`src/hdl/sc_pkg.sv`:
```
// ----------------------------------------------------------------------------
// sc_pkg - stack calculator shared definitions
// Operation and status codes, sequencer and arithmetic unit types.
// ----------------------------------------------------------------------------
package sc_pkg;

   localparam int OP_WIDTH     = 4;
   localparam int IDX_WIDTH    = 4;
   localparam int STATUS_WIDTH = 3;

   localparam int DEC_AMOUNT = 2;
   localparam int INC_AMOUNT = 3;

   typedef enum logic [OP_WIDTH-1:0] {
      OP_PUSH = 4'd0,
      OP_POP  = 4'd1,
      OP_PEEK = 4'd2,
      OP_DEC2 = 4'd3,
      OP_ADD3 = 4'd4,
      OP_ADD  = 4'd5,
      OP_SUB  = 4'd6,
      OP_MUL  = 4'd7,
      OP_DIV  = 4'd8,
      OP_SWAP = 4'd9
   } op_type;

   typedef enum logic [STATUS_WIDTH-1:0] {
      ST_OK    = 3'd0,
      ST_FEW   = 3'd1,
      ST_FULL  = 3'd2,
      ST_DIVZ  = 3'd3,
      ST_RANGE = 3'd4
   } status_type;

   typedef enum logic [2:0] {
      SEQ_IDLE,
      SEQ_DECODE,
      SEQ_READ_X,
      SEQ_READ_Y,
      SEQ_SWAP_B,
      SEQ_CALC
   } seq_state_type;

   typedef enum logic [1:0] {
      ALU_IDLE,
      ALU_ITER,
      ALU_FINISH
   } alu_state_type;

   typedef enum logic [1:0] {
      AOP_ADD,
      AOP_SUB,
      AOP_MUL,
      AOP_DIV
   } alu_op_type;

   typedef struct packed {
      logic       start;
      alu_op_type op;
   } alu_req_type;

endpackage

```
`src/hdl/sc_stack_ram.sv`:
```
// ----------------------------------------------------------------------------
// sc_stack_ram - stack word storage
// One write port, one read port with registered read data.
// ----------------------------------------------------------------------------
module sc_stack_ram #(
   parameter int DATA_WIDTH = 32,
   parameter int DEPTH      = 16
) (
   input  logic                     clock,
   input  logic                     wr_en,
   input  logic [$clog2(DEPTH)-1:0] wr_addr,
   input  logic [DATA_WIDTH-1:0]    wr_data,
   input  logic [$clog2(DEPTH)-1:0] rd_addr,
   output logic [DATA_WIDTH-1:0]    rd_data
);

   logic [DATA_WIDTH-1:0] mem [DEPTH];
   logic [DATA_WIDTH-1:0] rd_data_ff;

   always_ff @(posedge clock) begin
      if (wr_en) begin
         mem[wr_addr] <= wr_data;
      end
      rd_data_ff <= mem[rd_addr];
   end

   assign rd_data = rd_data_ff;

endmodule

```
`src/hdl/sc_alu.sv`:
```
// ----------------------------------------------------------------------------
// sc_alu - shared iterative arithmetic unit
// Add/subtract in one step; multiply by shift-add and signed divide by
// restoring division, one bit per cycle.
// ----------------------------------------------------------------------------
module sc_alu #(
   parameter int DATA_WIDTH = 32
) (
   input  logic                  clock,
   input  logic                  reset,
   input  sc_pkg::alu_req_type   req,
   input  logic [DATA_WIDTH-1:0] opa,
   input  logic [DATA_WIDTH-1:0] opb,
   output logic                  done,
   output logic [DATA_WIDTH-1:0] result
);

   import sc_pkg::*;

   localparam int IW = $clog2(DATA_WIDTH + 1);

   alu_state_type         state_ff, state_in;
   alu_op_type            kind_ff, kind_in;
   logic [DATA_WIDTH-1:0] acc_ff, acc_in;
   logic [DATA_WIDTH-1:0] sa_ff, sa_in;   // multiplicand / divisor magnitude
   logic [DATA_WIDTH-1:0] sb_ff, sb_in;   // multiplier / dividend -> quotient
   logic                  neg_ff, neg_in;
   logic [IW-1:0]         iter_ff, iter_in;

   logic [DATA_WIDTH-1:0] shifted;
   logic                  fits;

   // next state
   always_comb begin
      state_in = state_ff;
      case (state_ff)
         ALU_IDLE: begin
            if (req.start) begin
               if (req.op == AOP_ADD || req.op == AOP_SUB) begin
                  state_in = ALU_FINISH;
               end else begin
                  state_in = ALU_ITER;
               end
            end
         end
         ALU_ITER: begin
            if (iter_ff == IW'(1)) begin
               state_in = ALU_FINISH;
            end
         end
         ALU_FINISH: state_in = ALU_IDLE;
         default:    state_in = ALU_IDLE;
      endcase
   end

   assign shifted = {acc_ff[DATA_WIDTH-2:0], sb_ff[DATA_WIDTH-1]};
   assign fits    = (shifted >= sa_ff);

   // datapath
   always_comb begin
      kind_in = kind_ff;
      acc_in  = acc_ff;
      sa_in   = sa_ff;
      sb_in   = sb_ff;
      neg_in  = neg_ff;
      iter_in = iter_ff;
      case (state_ff)
         ALU_IDLE: begin
            if (req.start) begin
               kind_in = req.op;
               iter_in = IW'(DATA_WIDTH);
               case (req.op)
                  AOP_ADD: acc_in = opa + opb;
                  AOP_SUB: acc_in = opa - opb;
                  AOP_MUL: begin
                     acc_in = '0;
                     sa_in  = opa;
                     sb_in  = opb;
                  end
                  AOP_DIV: begin
                     acc_in = '0;
                     sa_in  = opb[DATA_WIDTH-1] ? '0 - opb : opb;
                     sb_in  = opa[DATA_WIDTH-1] ? '0 - opa : opa;
                     neg_in = opa[DATA_WIDTH-1] ^ opb[DATA_WIDTH-1];
                  end
                  default: acc_in = '0;
               endcase
            end
         end
         ALU_ITER: begin
            iter_in = iter_ff - IW'(1);
            if (kind_ff == AOP_MUL) begin
               if (sb_ff[0]) begin
                  acc_in = acc_ff + sa_ff;
               end
               sa_in = {sa_ff[DATA_WIDTH-2:0], 1'b0};
               sb_in = {1'b0, sb_ff[DATA_WIDTH-1:1]};
            end else begin
               acc_in = fits ? shifted - sa_ff : shifted;
               sb_in  = {sb_ff[DATA_WIDTH-2:0], fits};
            end
         end
         default: ;
      endcase
   end

   always_ff @(posedge clock) begin
      if (reset) begin
         state_ff <= ALU_IDLE;
      end else begin
         state_ff <= state_in;
      end
      kind_ff <= kind_in;
      acc_ff  <= acc_in;
      sa_ff   <= sa_in;
      sb_ff   <= sb_in;
      neg_ff  <= neg_in;
      iter_ff <= iter_in;
   end

   assign done   = (state_ff == ALU_FINISH);
   assign result = (kind_ff != AOP_DIV) ? acc_ff : (neg_ff ? '0 - sb_ff : sb_ff);

endmodule

```
`src/hdl/stack_calculator.sv`:
```
// ----------------------------------------------------------------------------
// stack_calculator - stack of signed words with arithmetic operations
// Sequencer over a one-read/one-write stack RAM and a shared iterative ALU.
// ----------------------------------------------------------------------------
// From start to rsp_valid: push, unused codes and DECODE errors answer
// there; pop/peek from READ_X; dec2/add3 via READ_X and CALC; divide by zero
// from READ_Y; swap via READ_Y and SWAP_B; add/sub via READ_Y and CALC, and
// mul/div too, iterating there one bit per cycle. The next start is taken in
// the rsp_valid cycle. Synchronous reset empties the stack; no clearing pass.
// rsp_valid is a single-cycle strobe and the receiver cannot stall.
module stack_calculator #(
   parameter int DATA_WIDTH = 32,
   parameter int DEPTH      = 16
) (
   input  logic                            clock,
   input  logic                            reset,
   input  logic                            start,
   output logic                            busy,
   input  logic [sc_pkg::OP_WIDTH-1:0]     req_op,
   input  logic [DATA_WIDTH-1:0]           req_value,
   input  logic [sc_pkg::IDX_WIDTH-1:0]    req_index_a,
   input  logic [sc_pkg::IDX_WIDTH-1:0]    req_index_b,
   output logic                            rsp_valid,
   output logic [DATA_WIDTH-1:0]           rsp_result_value,
   output logic [sc_pkg::STATUS_WIDTH-1:0] rsp_status,
   output logic                            rsp_is_empty,
   output logic                            rsp_is_full,
   output logic [$clog2(DEPTH+1)-1:0]      rsp_element_count
);

   import sc_pkg::*;

   localparam int AW = $clog2(DEPTH);
   localparam int CW = $clog2(DEPTH + 1);

   seq_state_type         state_ff, state_in;
   op_type                op_ff;
   logic [DATA_WIDTH-1:0] value_ff;
   logic [IDX_WIDTH-1:0]  ia_ff, ib_ff;
   logic [CW-1:0]         count_ff, count_in;
   logic [DATA_WIDTH-1:0] x_ff, x_in;

   logic                  finish;
   logic [DATA_WIDTH-1:0] result_in;
   status_type            status_in;

   logic                  rsp_valid_ff;
   logic [DATA_WIDTH-1:0] rsp_result_ff;
   status_type            rsp_status_ff;
   logic                  rsp_empty_ff, rsp_full_ff;
   logic [CW-1:0]         rsp_count_ff;

   logic                  wr_en;
   logic [AW-1:0]         wr_addr, rd_addr;
   logic [DATA_WIDTH-1:0] wr_data, rd_data;

   alu_req_type           alu_req;
   logic [DATA_WIDTH-1:0] alu_opa, alu_opb, alu_result;
   logic                  alu_done;

   logic [CW-1:0]         count_m1, count_m2;
   logic [AW-1:0]         top_addr, next_addr;
   logic                  is_unary, is_binary;
   logic                  full, few_unary, few_binary, swap_bad, divz;
   alu_op_type            bin_aop;

   assign count_m1   = count_ff - CW'(1);
   assign count_m2   = count_ff - CW'(2);
   assign top_addr   = count_m1[AW-1:0];
   assign next_addr  = count_m2[AW-1:0];
   assign is_unary   = op_ff inside {OP_DEC2, OP_ADD3};
   assign is_binary  = op_ff inside {OP_ADD, OP_SUB, OP_MUL, OP_DIV};
   assign full       = (count_ff == CW'(DEPTH));
   assign few_unary  = (count_ff == '0);
   assign few_binary = (count_ff < CW'(2));
   assign swap_bad   = (32'(ia_ff) >= 32'(count_ff)) || (32'(ib_ff) >= 32'(count_ff));
   assign divz       = (rd_data == '0);

   always_comb begin
      case (op_ff)
         OP_ADD:  bin_aop = AOP_ADD;
         OP_SUB:  bin_aop = AOP_SUB;
         OP_MUL:  bin_aop = AOP_MUL;
         default: bin_aop = AOP_DIV;
      endcase
   end

   // next state
   always_comb begin
      state_in = state_ff;
      case (state_ff)
         SEQ_IDLE: begin
            if (start) begin
               state_in = SEQ_DECODE;
            end
         end
         SEQ_DECODE: begin
            case (op_ff)
               OP_POP, OP_PEEK, OP_DEC2, OP_ADD3:
                  state_in = few_unary ? SEQ_IDLE : SEQ_READ_X;
               OP_ADD, OP_SUB, OP_MUL, OP_DIV:
                  state_in = few_binary ? SEQ_IDLE : SEQ_READ_X;
               OP_SWAP:
                  state_in = swap_bad ? SEQ_IDLE : SEQ_READ_X;
               default:
                  state_in = SEQ_IDLE;
            endcase
         end
         SEQ_READ_X: begin
            if (is_unary) begin
               state_in = SEQ_CALC;
            end else if (is_binary || op_ff == OP_SWAP) begin
               state_in = SEQ_READ_Y;
            end else begin
               state_in = SEQ_IDLE;
            end
         end
         SEQ_READ_Y: begin
            if (op_ff == OP_SWAP) begin
               state_in = SEQ_SWAP_B;
            end else if (op_ff == OP_DIV && divz) begin
               state_in = SEQ_IDLE;
            end else begin
               state_in = SEQ_CALC;
            end
         end
         SEQ_SWAP_B: state_in = SEQ_IDLE;
         SEQ_CALC: begin
            if (alu_done) begin
               state_in = SEQ_IDLE;
            end
         end
         default: state_in = SEQ_IDLE;
      endcase
   end

   // datapath and control outputs
   always_comb begin
      count_in  = count_ff;
      x_in      = x_ff;
      finish    = 1'b0;
      result_in = '0;
      status_in = ST_OK;
      wr_en     = 1'b0;
      wr_addr   = top_addr;
      wr_data   = alu_result;
      rd_addr   = top_addr;
      alu_req   = '{start: 1'b0, op: AOP_ADD};
      alu_opa   = x_ff;
      alu_opb   = rd_data;
      case (state_ff)
         SEQ_DECODE: begin
            case (op_ff)
               OP_PUSH: begin
                  finish = 1'b1;
                  if (full) begin
                     status_in = ST_FULL;
                  end else begin
                     wr_en    = 1'b1;
                     wr_addr  = count_ff[AW-1:0];
                     wr_data  = value_ff;
                     count_in = count_ff + CW'(1);
                  end
               end
               OP_POP, OP_PEEK, OP_DEC2, OP_ADD3: begin
                  if (few_unary) begin
                     finish    = 1'b1;
                     status_in = ST_FEW;
                  end
               end
               OP_ADD, OP_SUB, OP_MUL, OP_DIV: begin
                  if (few_binary) begin
                     finish    = 1'b1;
                     status_in = ST_FEW;
                  end
               end
               OP_SWAP: begin
                  rd_addr = AW'(ia_ff);
                  if (swap_bad) begin
                     finish    = 1'b1;
                     status_in = ST_RANGE;
                  end
               end
               default: finish = 1'b1;
            endcase
         end
         SEQ_READ_X: begin
            x_in = rd_data;
            case (op_ff)
               OP_POP: begin
                  finish    = 1'b1;
                  result_in = rd_data;
                  count_in  = count_m1;
               end
               OP_PEEK: begin
                  finish    = 1'b1;
                  result_in = rd_data;
               end
               OP_DEC2: begin
                  alu_req = '{start: 1'b1, op: AOP_SUB};
                  alu_opa = rd_data;
                  alu_opb = DATA_WIDTH'(DEC_AMOUNT);
               end
               OP_ADD3: begin
                  alu_req = '{start: 1'b1, op: AOP_ADD};
                  alu_opa = rd_data;
                  alu_opb = DATA_WIDTH'(INC_AMOUNT);
               end
               OP_SWAP: rd_addr = AW'(ib_ff);
               default: rd_addr = next_addr;
            endcase
         end
         SEQ_READ_Y: begin
            if (op_ff == OP_SWAP) begin
               wr_en   = 1'b1;
               wr_addr = AW'(ia_ff);
               wr_data = rd_data;
            end else if (op_ff == OP_DIV && divz) begin
               finish    = 1'b1;
               status_in = ST_DIVZ;
            end else begin
               alu_req = '{start: 1'b1, op: bin_aop};
            end
         end
         SEQ_SWAP_B: begin
            finish  = 1'b1;
            wr_en   = 1'b1;
            wr_addr = AW'(ib_ff);
            wr_data = x_ff;
         end
         SEQ_CALC: begin
            if (alu_done) begin
               finish    = 1'b1;
               wr_en     = 1'b1;
               wr_addr   = is_binary ? next_addr : top_addr;
               result_in = alu_result;
               if (is_binary) begin
                  count_in = count_m1;
               end
            end
         end
         default: ;
      endcase
   end

   always_ff @(posedge clock) begin
      if (reset) begin
         state_ff     <= SEQ_IDLE;
         count_ff     <= '0;
         rsp_valid_ff <= 1'b0;
      end else begin
         state_ff     <= state_in;
         count_ff     <= count_in;
         rsp_valid_ff <= finish;
      end
      if (state_ff == SEQ_IDLE && start) begin
         op_ff    <= op_type'(req_op);
         value_ff <= req_value;
         ia_ff    <= req_index_a;
         ib_ff    <= req_index_b;
      end
      x_ff <= x_in;
      if (finish) begin
         rsp_result_ff <= result_in;
         rsp_status_ff <= status_in;
         rsp_empty_ff  <= (count_in == '0);
         rsp_full_ff   <= (count_in == CW'(DEPTH));
         rsp_count_ff  <= count_in;
      end
   end

   sc_stack_ram #(
      .DATA_WIDTH (DATA_WIDTH),
      .DEPTH      (DEPTH)
   ) u_ram (
      .clock   (clock),
      .wr_en   (wr_en),
      .wr_addr (wr_addr),
      .wr_data (wr_data),
      .rd_addr (rd_addr),
      .rd_data (rd_data)
   );

   sc_alu #(
      .DATA_WIDTH (DATA_WIDTH)
   ) u_alu (
      .clock  (clock),
      .reset  (reset),
      .req    (alu_req),
      .opa    (alu_opa),
      .opb    (alu_opb),
      .done   (alu_done),
      .result (alu_result)
   );

   assign busy              = (state_ff != SEQ_IDLE);
   assign rsp_valid         = rsp_valid_ff;
   assign rsp_result_value  = rsp_result_ff;
   assign rsp_status        = rsp_status_ff;
   assign rsp_is_empty      = rsp_empty_ff;
   assign rsp_is_full       = rsp_full_ff;
   assign rsp_element_count = rsp_count_ff;

endmodule

```
`config.mk`:
```
export PLATFORM = sky130hd
export DESIGN_NAME = stack_calculator
export DESIGN_NICKNAME = d
export VERILOG_FILES = /design/src/hdl/sc_pkg.sv /design/src/hdl/sc_stack_ram.sv /design/src/hdl/sc_alu.sv /design/src/hdl/stack_calculator.sv
export SDC_FILE = /design/constraint.sdc
export NUM_CORES = 2
export LEC_CHECK = 0
export ABC_CLOCK_PERIOD_IN_PS = 7900
export BUFFER_PORTS_ARGS = -buffer_cell sky130_fd_sc_hd__buf_2
export CORE_MARGIN = 1.5
export CORE_UTILIZATION = 34
export DETAILED_ROUTE_END_ITERATION = 8
export PLACE_DENSITY = 0.52
export SLEW_MARGIN = 20
export SYNTH_ARGS = -nofsm -noshare
export SYNTH_HDL_FRONTEND = slang
export SYNTH_HIERARCHICAL = 1
export SYNTH_SLANG_ARGS = --single-unit
```
`constraint.sdc`:
```
create_clock -name clock -period 7.9 [get_ports clock]
set_input_delay 1.58 -clock clock [delete_from_list [all_inputs] [get_ports clock]]
set_output_delay 1.58 -clock clock [all_outputs]
set_load 0.03 [all_outputs]
```
---- Yosys cells after proc, flatten, opt, wreduce, memory -nomap -nowiden ----
Memory sizes are Yosys's and may differ from the RTL's. A register that Yosys moved wholly into a read port is not among the register bits.
Index checks and enable logic that the tools add are counted.
storage, ports and cells
  bits in registers ....................... 234
  output and inout port bits .............. 44
  memories kept ........................... 1
  word-level logic and storage cells ...... 185
  bits in writable memories ............... 512
cells by class
  add/subtract/negate cells ............... 11
  reductions and logical operators ........ 29
  mux-type cells .......................... 88
  $lt $le $gt $ge ......................... 4
  equality and inequality tests ........... 31
  bitwise operators ....................... 1
memory list
  name       words  bits a word  rd ports  clocked after Yosys merged registers in  write ports  line                RTL
  u_ram.mem  16     32           1         1                                        1            sc_stack_ram.sv:17  logic [DATA_WIDTH-1:0] mem [DEPTH];
operator list
  operator               number
  $mux 32                20
  $pmux 32 s2            7
  $pmux 32 s3            2
  $sub 1x32->32 const A  3
  $add 32x32->32         2
  $sub 32x32->32         2
  $ge 32x32->1           1
  $logic_not 32->1       1
  $mux 5                 5
  $mux 3                 8
  $mux 2                 10
  $mux 4                 5
  $pmux 3 s2             3
  $eq 4x3->1 const B     4
  $pmux 4 s2             2
  $pmux 4 s4             1
  $pmux 3 s5             1
  $pmux 5 s3             1
  $mux 1                 14
  $pmux 2 s3             2
  $pmux 3 s4             1
  $pmux 6 s2             1
  $eq 5x5->1 const B     2
  $ge 4x5->1             2
  38 further kinds       64

---- Depth between registers and ports, before layout ----
  depth after elaboration ................. 10
  mapped depth ............................ 28
  mapped depth without buffers ............ 23

---- Cells and area by module ----
The synthesis kept the hierarchy.
modules (own cells, without submodules)
  module            area an instance (um2)  cells each  times used  sequential area each (um2)
  sc_stack_ram      19835.3                 838         1           16015.4
  sc_alu            13579.3                 1767        1           3193.1
  stack_calculator  7488.4                  720         1           3723.6

---- Worst setup path after synthesis ----
No wires, ideal clock.
  kind .................................... register -> register
  start ................................... register op_ff[0]
  end ..................................... register u_alu.acc_ff[26] (data pin)
  clock period less this slack ............ 5791 ps
  cell stages (with the launch flop) ...... 26
  setup slack ............................. 2109 ps
  path buffers ............................ 3
  arrival ................................. 5519 ps
  cell sequence ........................... edfxtp_1 > buf_2 > inv_1 > nor3b_1 > a21oi_1 > nor3_1 > buf_2 > clkbuf_1 > or2_2 > inv_1 > ha_1 > or3b_2 > or4_1 > or3_1 > o31ai_1 > xor2_1 > ha_1 > and3_1 > a41oi_1 > o21ai_0 > a221oi_1 > a21oi_1 > a311oi_1 > xnor2_1 > a22oi_1 > o211ai_1
RTL lines
  what                                                     line                        RTL
  from (decl)                                              stack_calculator.sv:37      op_type op_ff;
  from (signal assigned)                                   stack_calculator.sv:257     op_ff <= op_type'(req_op);
  $eq 4x3->1 / $eq 4x2->1 (equally long branches)          stack_calculator.sv:189     case (op_ff)
  $pmux 32 s2 *                                            stack_calculator.sv:189
  $mux 32 *                                                stack_calculator.sv:151     case (state_ff)
  net alu_opb[1]                                           stack_calculator.sv:58      logic [DATA_WIDTH-1:0] alu_opa, alu_opb, alu_result;
  $sub 32x32->32 / $add 32x32->32 (equally long branches)  sc_alu.sv:74, sc_alu.sv:73
  $pmux 32 s3 *                                            sc_alu.sv:72                case (req.op)
  $mux 32 *                                                sc_alu.sv:69                if (req.start) begin
  $pmux 32 s2 *                                            sc_alu.sv:67                case (state_ff)
  net u_alu.acc_in[26]                                     sc_alu.sv:24                logic [DATA_WIDTH-1:0] acc_ff, acc_in;
  to (signal assigned)                                     sc_alu.sv:114               acc_ff <= acc_in;
  to (decl)                                                sc_alu.sv:24
Mark *: on every way through the listed nets, which the timed path passes. The rest lies on a longest branch. The select of a mux whose other input is x is not followed.
A chain may end at the register's enable or synchronous reset.

==> flow_summary.ini <==
[timing]
worst_pin_slew_ns = 1.16
final_max_slew_viol_count = 0
rsz0062_at_grt = false
post-route-min-period_ns = 6.76
finalCritPeriodShare_pct = 85.6
setup_viol = 0
final.setup.tns_ns = 0
finalWorstSetupSlack_ns = 1.14
maxSlewHeadroom_pct = 21.7
hold_viol = 0
finClkSkew_ns = 0.0428
fmax_mhz = 148

[grt]
grt_pass1_wl_um = 188000
groute.usage.overall_pct = 20.7
grt-ovfl-total = 0
grt_max_degree = 112
antenna_found_initial = 5
grt_pass1_vias = 27557

[synth]
synthCells = 3325
ys_ff_latch = 778
yosysTopAreaCellShare_pct = 54.0
synth_edf_count = 735
syn_area_sq_mm = 0.0409
ys_types = 91
syn-mean-instance-area_sq_um = 12.3
synth_common_cells = 735 x edfxtp_1, 360 x nand2_1, 213 x o21ai_0
ys.flop_type = edfxtp_1
yosysWarnings = 6
ys_seq_area_share_pct = 56.1
syn-num-nets = 3489
synth_top_area_cell = edfxtp_1
synth.most_common_cell = edfxtp_1
ys_async_sr_fraction_pct = 0
yosys-top-cells-area = edfxtp_1 54%, mux4_2 7.0%, ha_1 3.5%

[setup_path]
crit_slowest_cell = nor3_1
worst-path-max-fanout = 16
cpPeakStageDelay_ns = 0.59
crit_chain = or3b_1, buf_4, o41ai_1, o21ai_0, inv_1, ha_1, or3b_2, or4_1, nor3_1, nand4_1, nor2_1, nor2_1, xnor2_1, ha_1, a21oi_1, o21ai_0, a21o_1, a21o_1, a31oi_1, mux2i_1, o31ai_1, nand4_1
endpoint_kind = flop
criticalPathCategory = reg2reg
required_ns = 8.29
timing.critical_path.from_type = flop
cp.arrival_ns = 7.15

[cts]
clk_latency_ns = 0.67
clock_sinks = 778
ctsHtreeMaxLevel = 3
cts_resized = 0
clock_path_buffers = 3
cts_buffers = 85
cts_root_buf = clkbuf_16
path_clk_slew_ns = 0.07
cts_tree = yes
hold_buffers = 0
post_cts_buffers = 0

[pwr]
swShare_pct = 28.8
p_seq_share_pct = 44.2
p_per_area_mw_per_mm2 = 242
combPwrFrac_pct = 19.2
report.power.total_mw = 11.2
max-vdd-ir-drop_uv = 179
p_leak_nw = 16.3
clock_power_share_pct = 36.7
p_sw_mw = 3.24
internal_power_mw = 7.99

[place]
dpl_cell_area_sq_mm = 0.0435
io_buffers = 90
post-place-cells = 4903
place.detailed.hpwl_um = 87000
place_ws_ns = 1.22
place_congestion = 0.899

[routing]
drt_iter0_drc = 2899
wl_per_cell_um = 25.4
num_vias = 28658
viasPerCell = 5.66
dr.pass1.iters = 6
ant_nets = 0
drc = 0
routed_wl_um = 129000

[flow_run]
maxCapViolCount = 0

[run_status]
status = finished, final reports clean

[die]
row_count = 127
core_sq_mm = 0.120
initial_utilization_pct = 34.2
die_y_um = 350
die_w_um = 350
pin_count = 91
dieArea_sq_mm = 0.122

[layout]
fillCellCount = 11424
fin_nets = 3542
area_growth_pct = 13.4
instances_no_fill = 5062
design_area_sq_mm = 0.0464
n_antenna_cell = 0
drive_above_1_share_pct = 15.9

[worst_hold_path]
min_path_type = reg2reg
-- worst max-delay path: cells and delay by family (launching register included) --
family / cells / cell delay (ns)
adder cells (fa/ha/maj): 2 / 0.63
flip-flops: 1 / 0.45
multiplexers: 1 / 0.10
buffers and inverters: 2 / 0.41
XOR/XNOR: 1 / 0.17
AND/OR/NAND/NOR: 8 / 2.92
AO/OA/AOI/OAI: 8 / 1.85
-- logic make-up (layout without fill, tap and decap cells) --
family / after synthesis / after routing / share of synthesized area, %
AO/OA/AOI/OAI: 940 / 940 / 15.3
XOR/XNOR: 198 / 198 / 4.24
adder cells (fa/ha/maj): 117 / 117 / 3.63
buffers and inverters: 284 / 409 / 2.79
flip-flops: 778 / 778 / 56.1
multiplexers: 175 / 175 / 8.31
AND/OR/NAND/NOR: 833 / 833 / 9.66
-- metal layers --
layer / GRT usage [%] / share of wire (%)
met5: 0 / 0
met4: 5.26 / 2.2
met1: 29.8 / 46
met2: 32.9 / 46
met3: 2.79 / 6.0
-- power by group through the flow --
stage	Combinational (mW)	Sequential, mW	Clock [mW]
finish	2.15	4.96	4.12
global route	2.36	4.96	4.36
CTS	2.14	4.95	4.21
detailed placement	2.13	5.04	0
global placement	2.12	5.04	0
floorplan	1.53	4.93	0
-- cell type report --
cell class / instances / area [sq um] / area share (%)
timing repair buffer: 170 / 1080 / 2.32
multi-input combinational: 2263 / 17100 / 36.9
clock inverter: 48 / 584 / 1.26
clock buffer: 111 / 2340 / 5.04
inverter: 80 / 300 / 0.647
tap: 1612 / 2020 / 4.35
sequential: 778 / 22900 / 49.4
-- flip-flops by register name (all words and copies together) (netlist names), 2 cells and up --
register / cells
u_alu/acc_ff: 32
u_alu/state_ff: 2
ib_ff: 4
u_alu/kind_ff: 2
state_ff: 3
x_ff: 32
u_ram/mem: 512
value_ff: 32
rsp_status: 3
u_alu/iter_ff: 6
u_ram/rd_data: 32
u_alu/sb_ff: 32
ia_ff: 4
op_ff: 4
rsp_result_value: 32
u_alu/sa_ff: 32
rsp_element_count: 5
count_ff: 5
-- metrics by stage --
stage	hold WS (ns)	util, %
6_report	0.540	38.8
5_1_grt	0.547	38.8
4_1_cts	0.533	38.8
3_5_place_dp	0.548	36.3
3_3_place_gp	0.555	36.3
2_1_floorplan	0.483	-
-- final timing paths --
| kind | from | end | slack (ns) | cells after the start |
|---|---|---|---|---|
| hold reg to reg | u_ram/rd_data[26] | x_ff[26] | 0.54 | 0 |
| setup / recovery | state_ff[0] | u_alu/acc_ff[30] | 1.14 | 22 |
| hold / removal | u_ram/rd_data[26] | x_ff[26] | 0.54 | 0 |
| setup reg to reg | state_ff[0] | u_alu/acc_ff[30] | 1.14 | 22 |
-- cell usage in the layout, fill, tap and decap left out, types with 41 or more instances in the layout --
cell type and n:
nand2_1 358, nor2b_1 48, buf_4 78, ha_1 114, xnor2_1 61, xor2_1 137, a21o_1 44, buf_2 90
o21ai_0 212, a22oi_1 69, a211oi_1 42, o211ai_1 48, a21oi_1 175, mux4_2 128, dfxtp_1 43, a31oi_1 44
a22o_1 41, nand3_1 48, edfxtp_1 735, clkbuf_16 87, inv_1 79, nor2_1 141
Power figures use the tool's default switching activity.
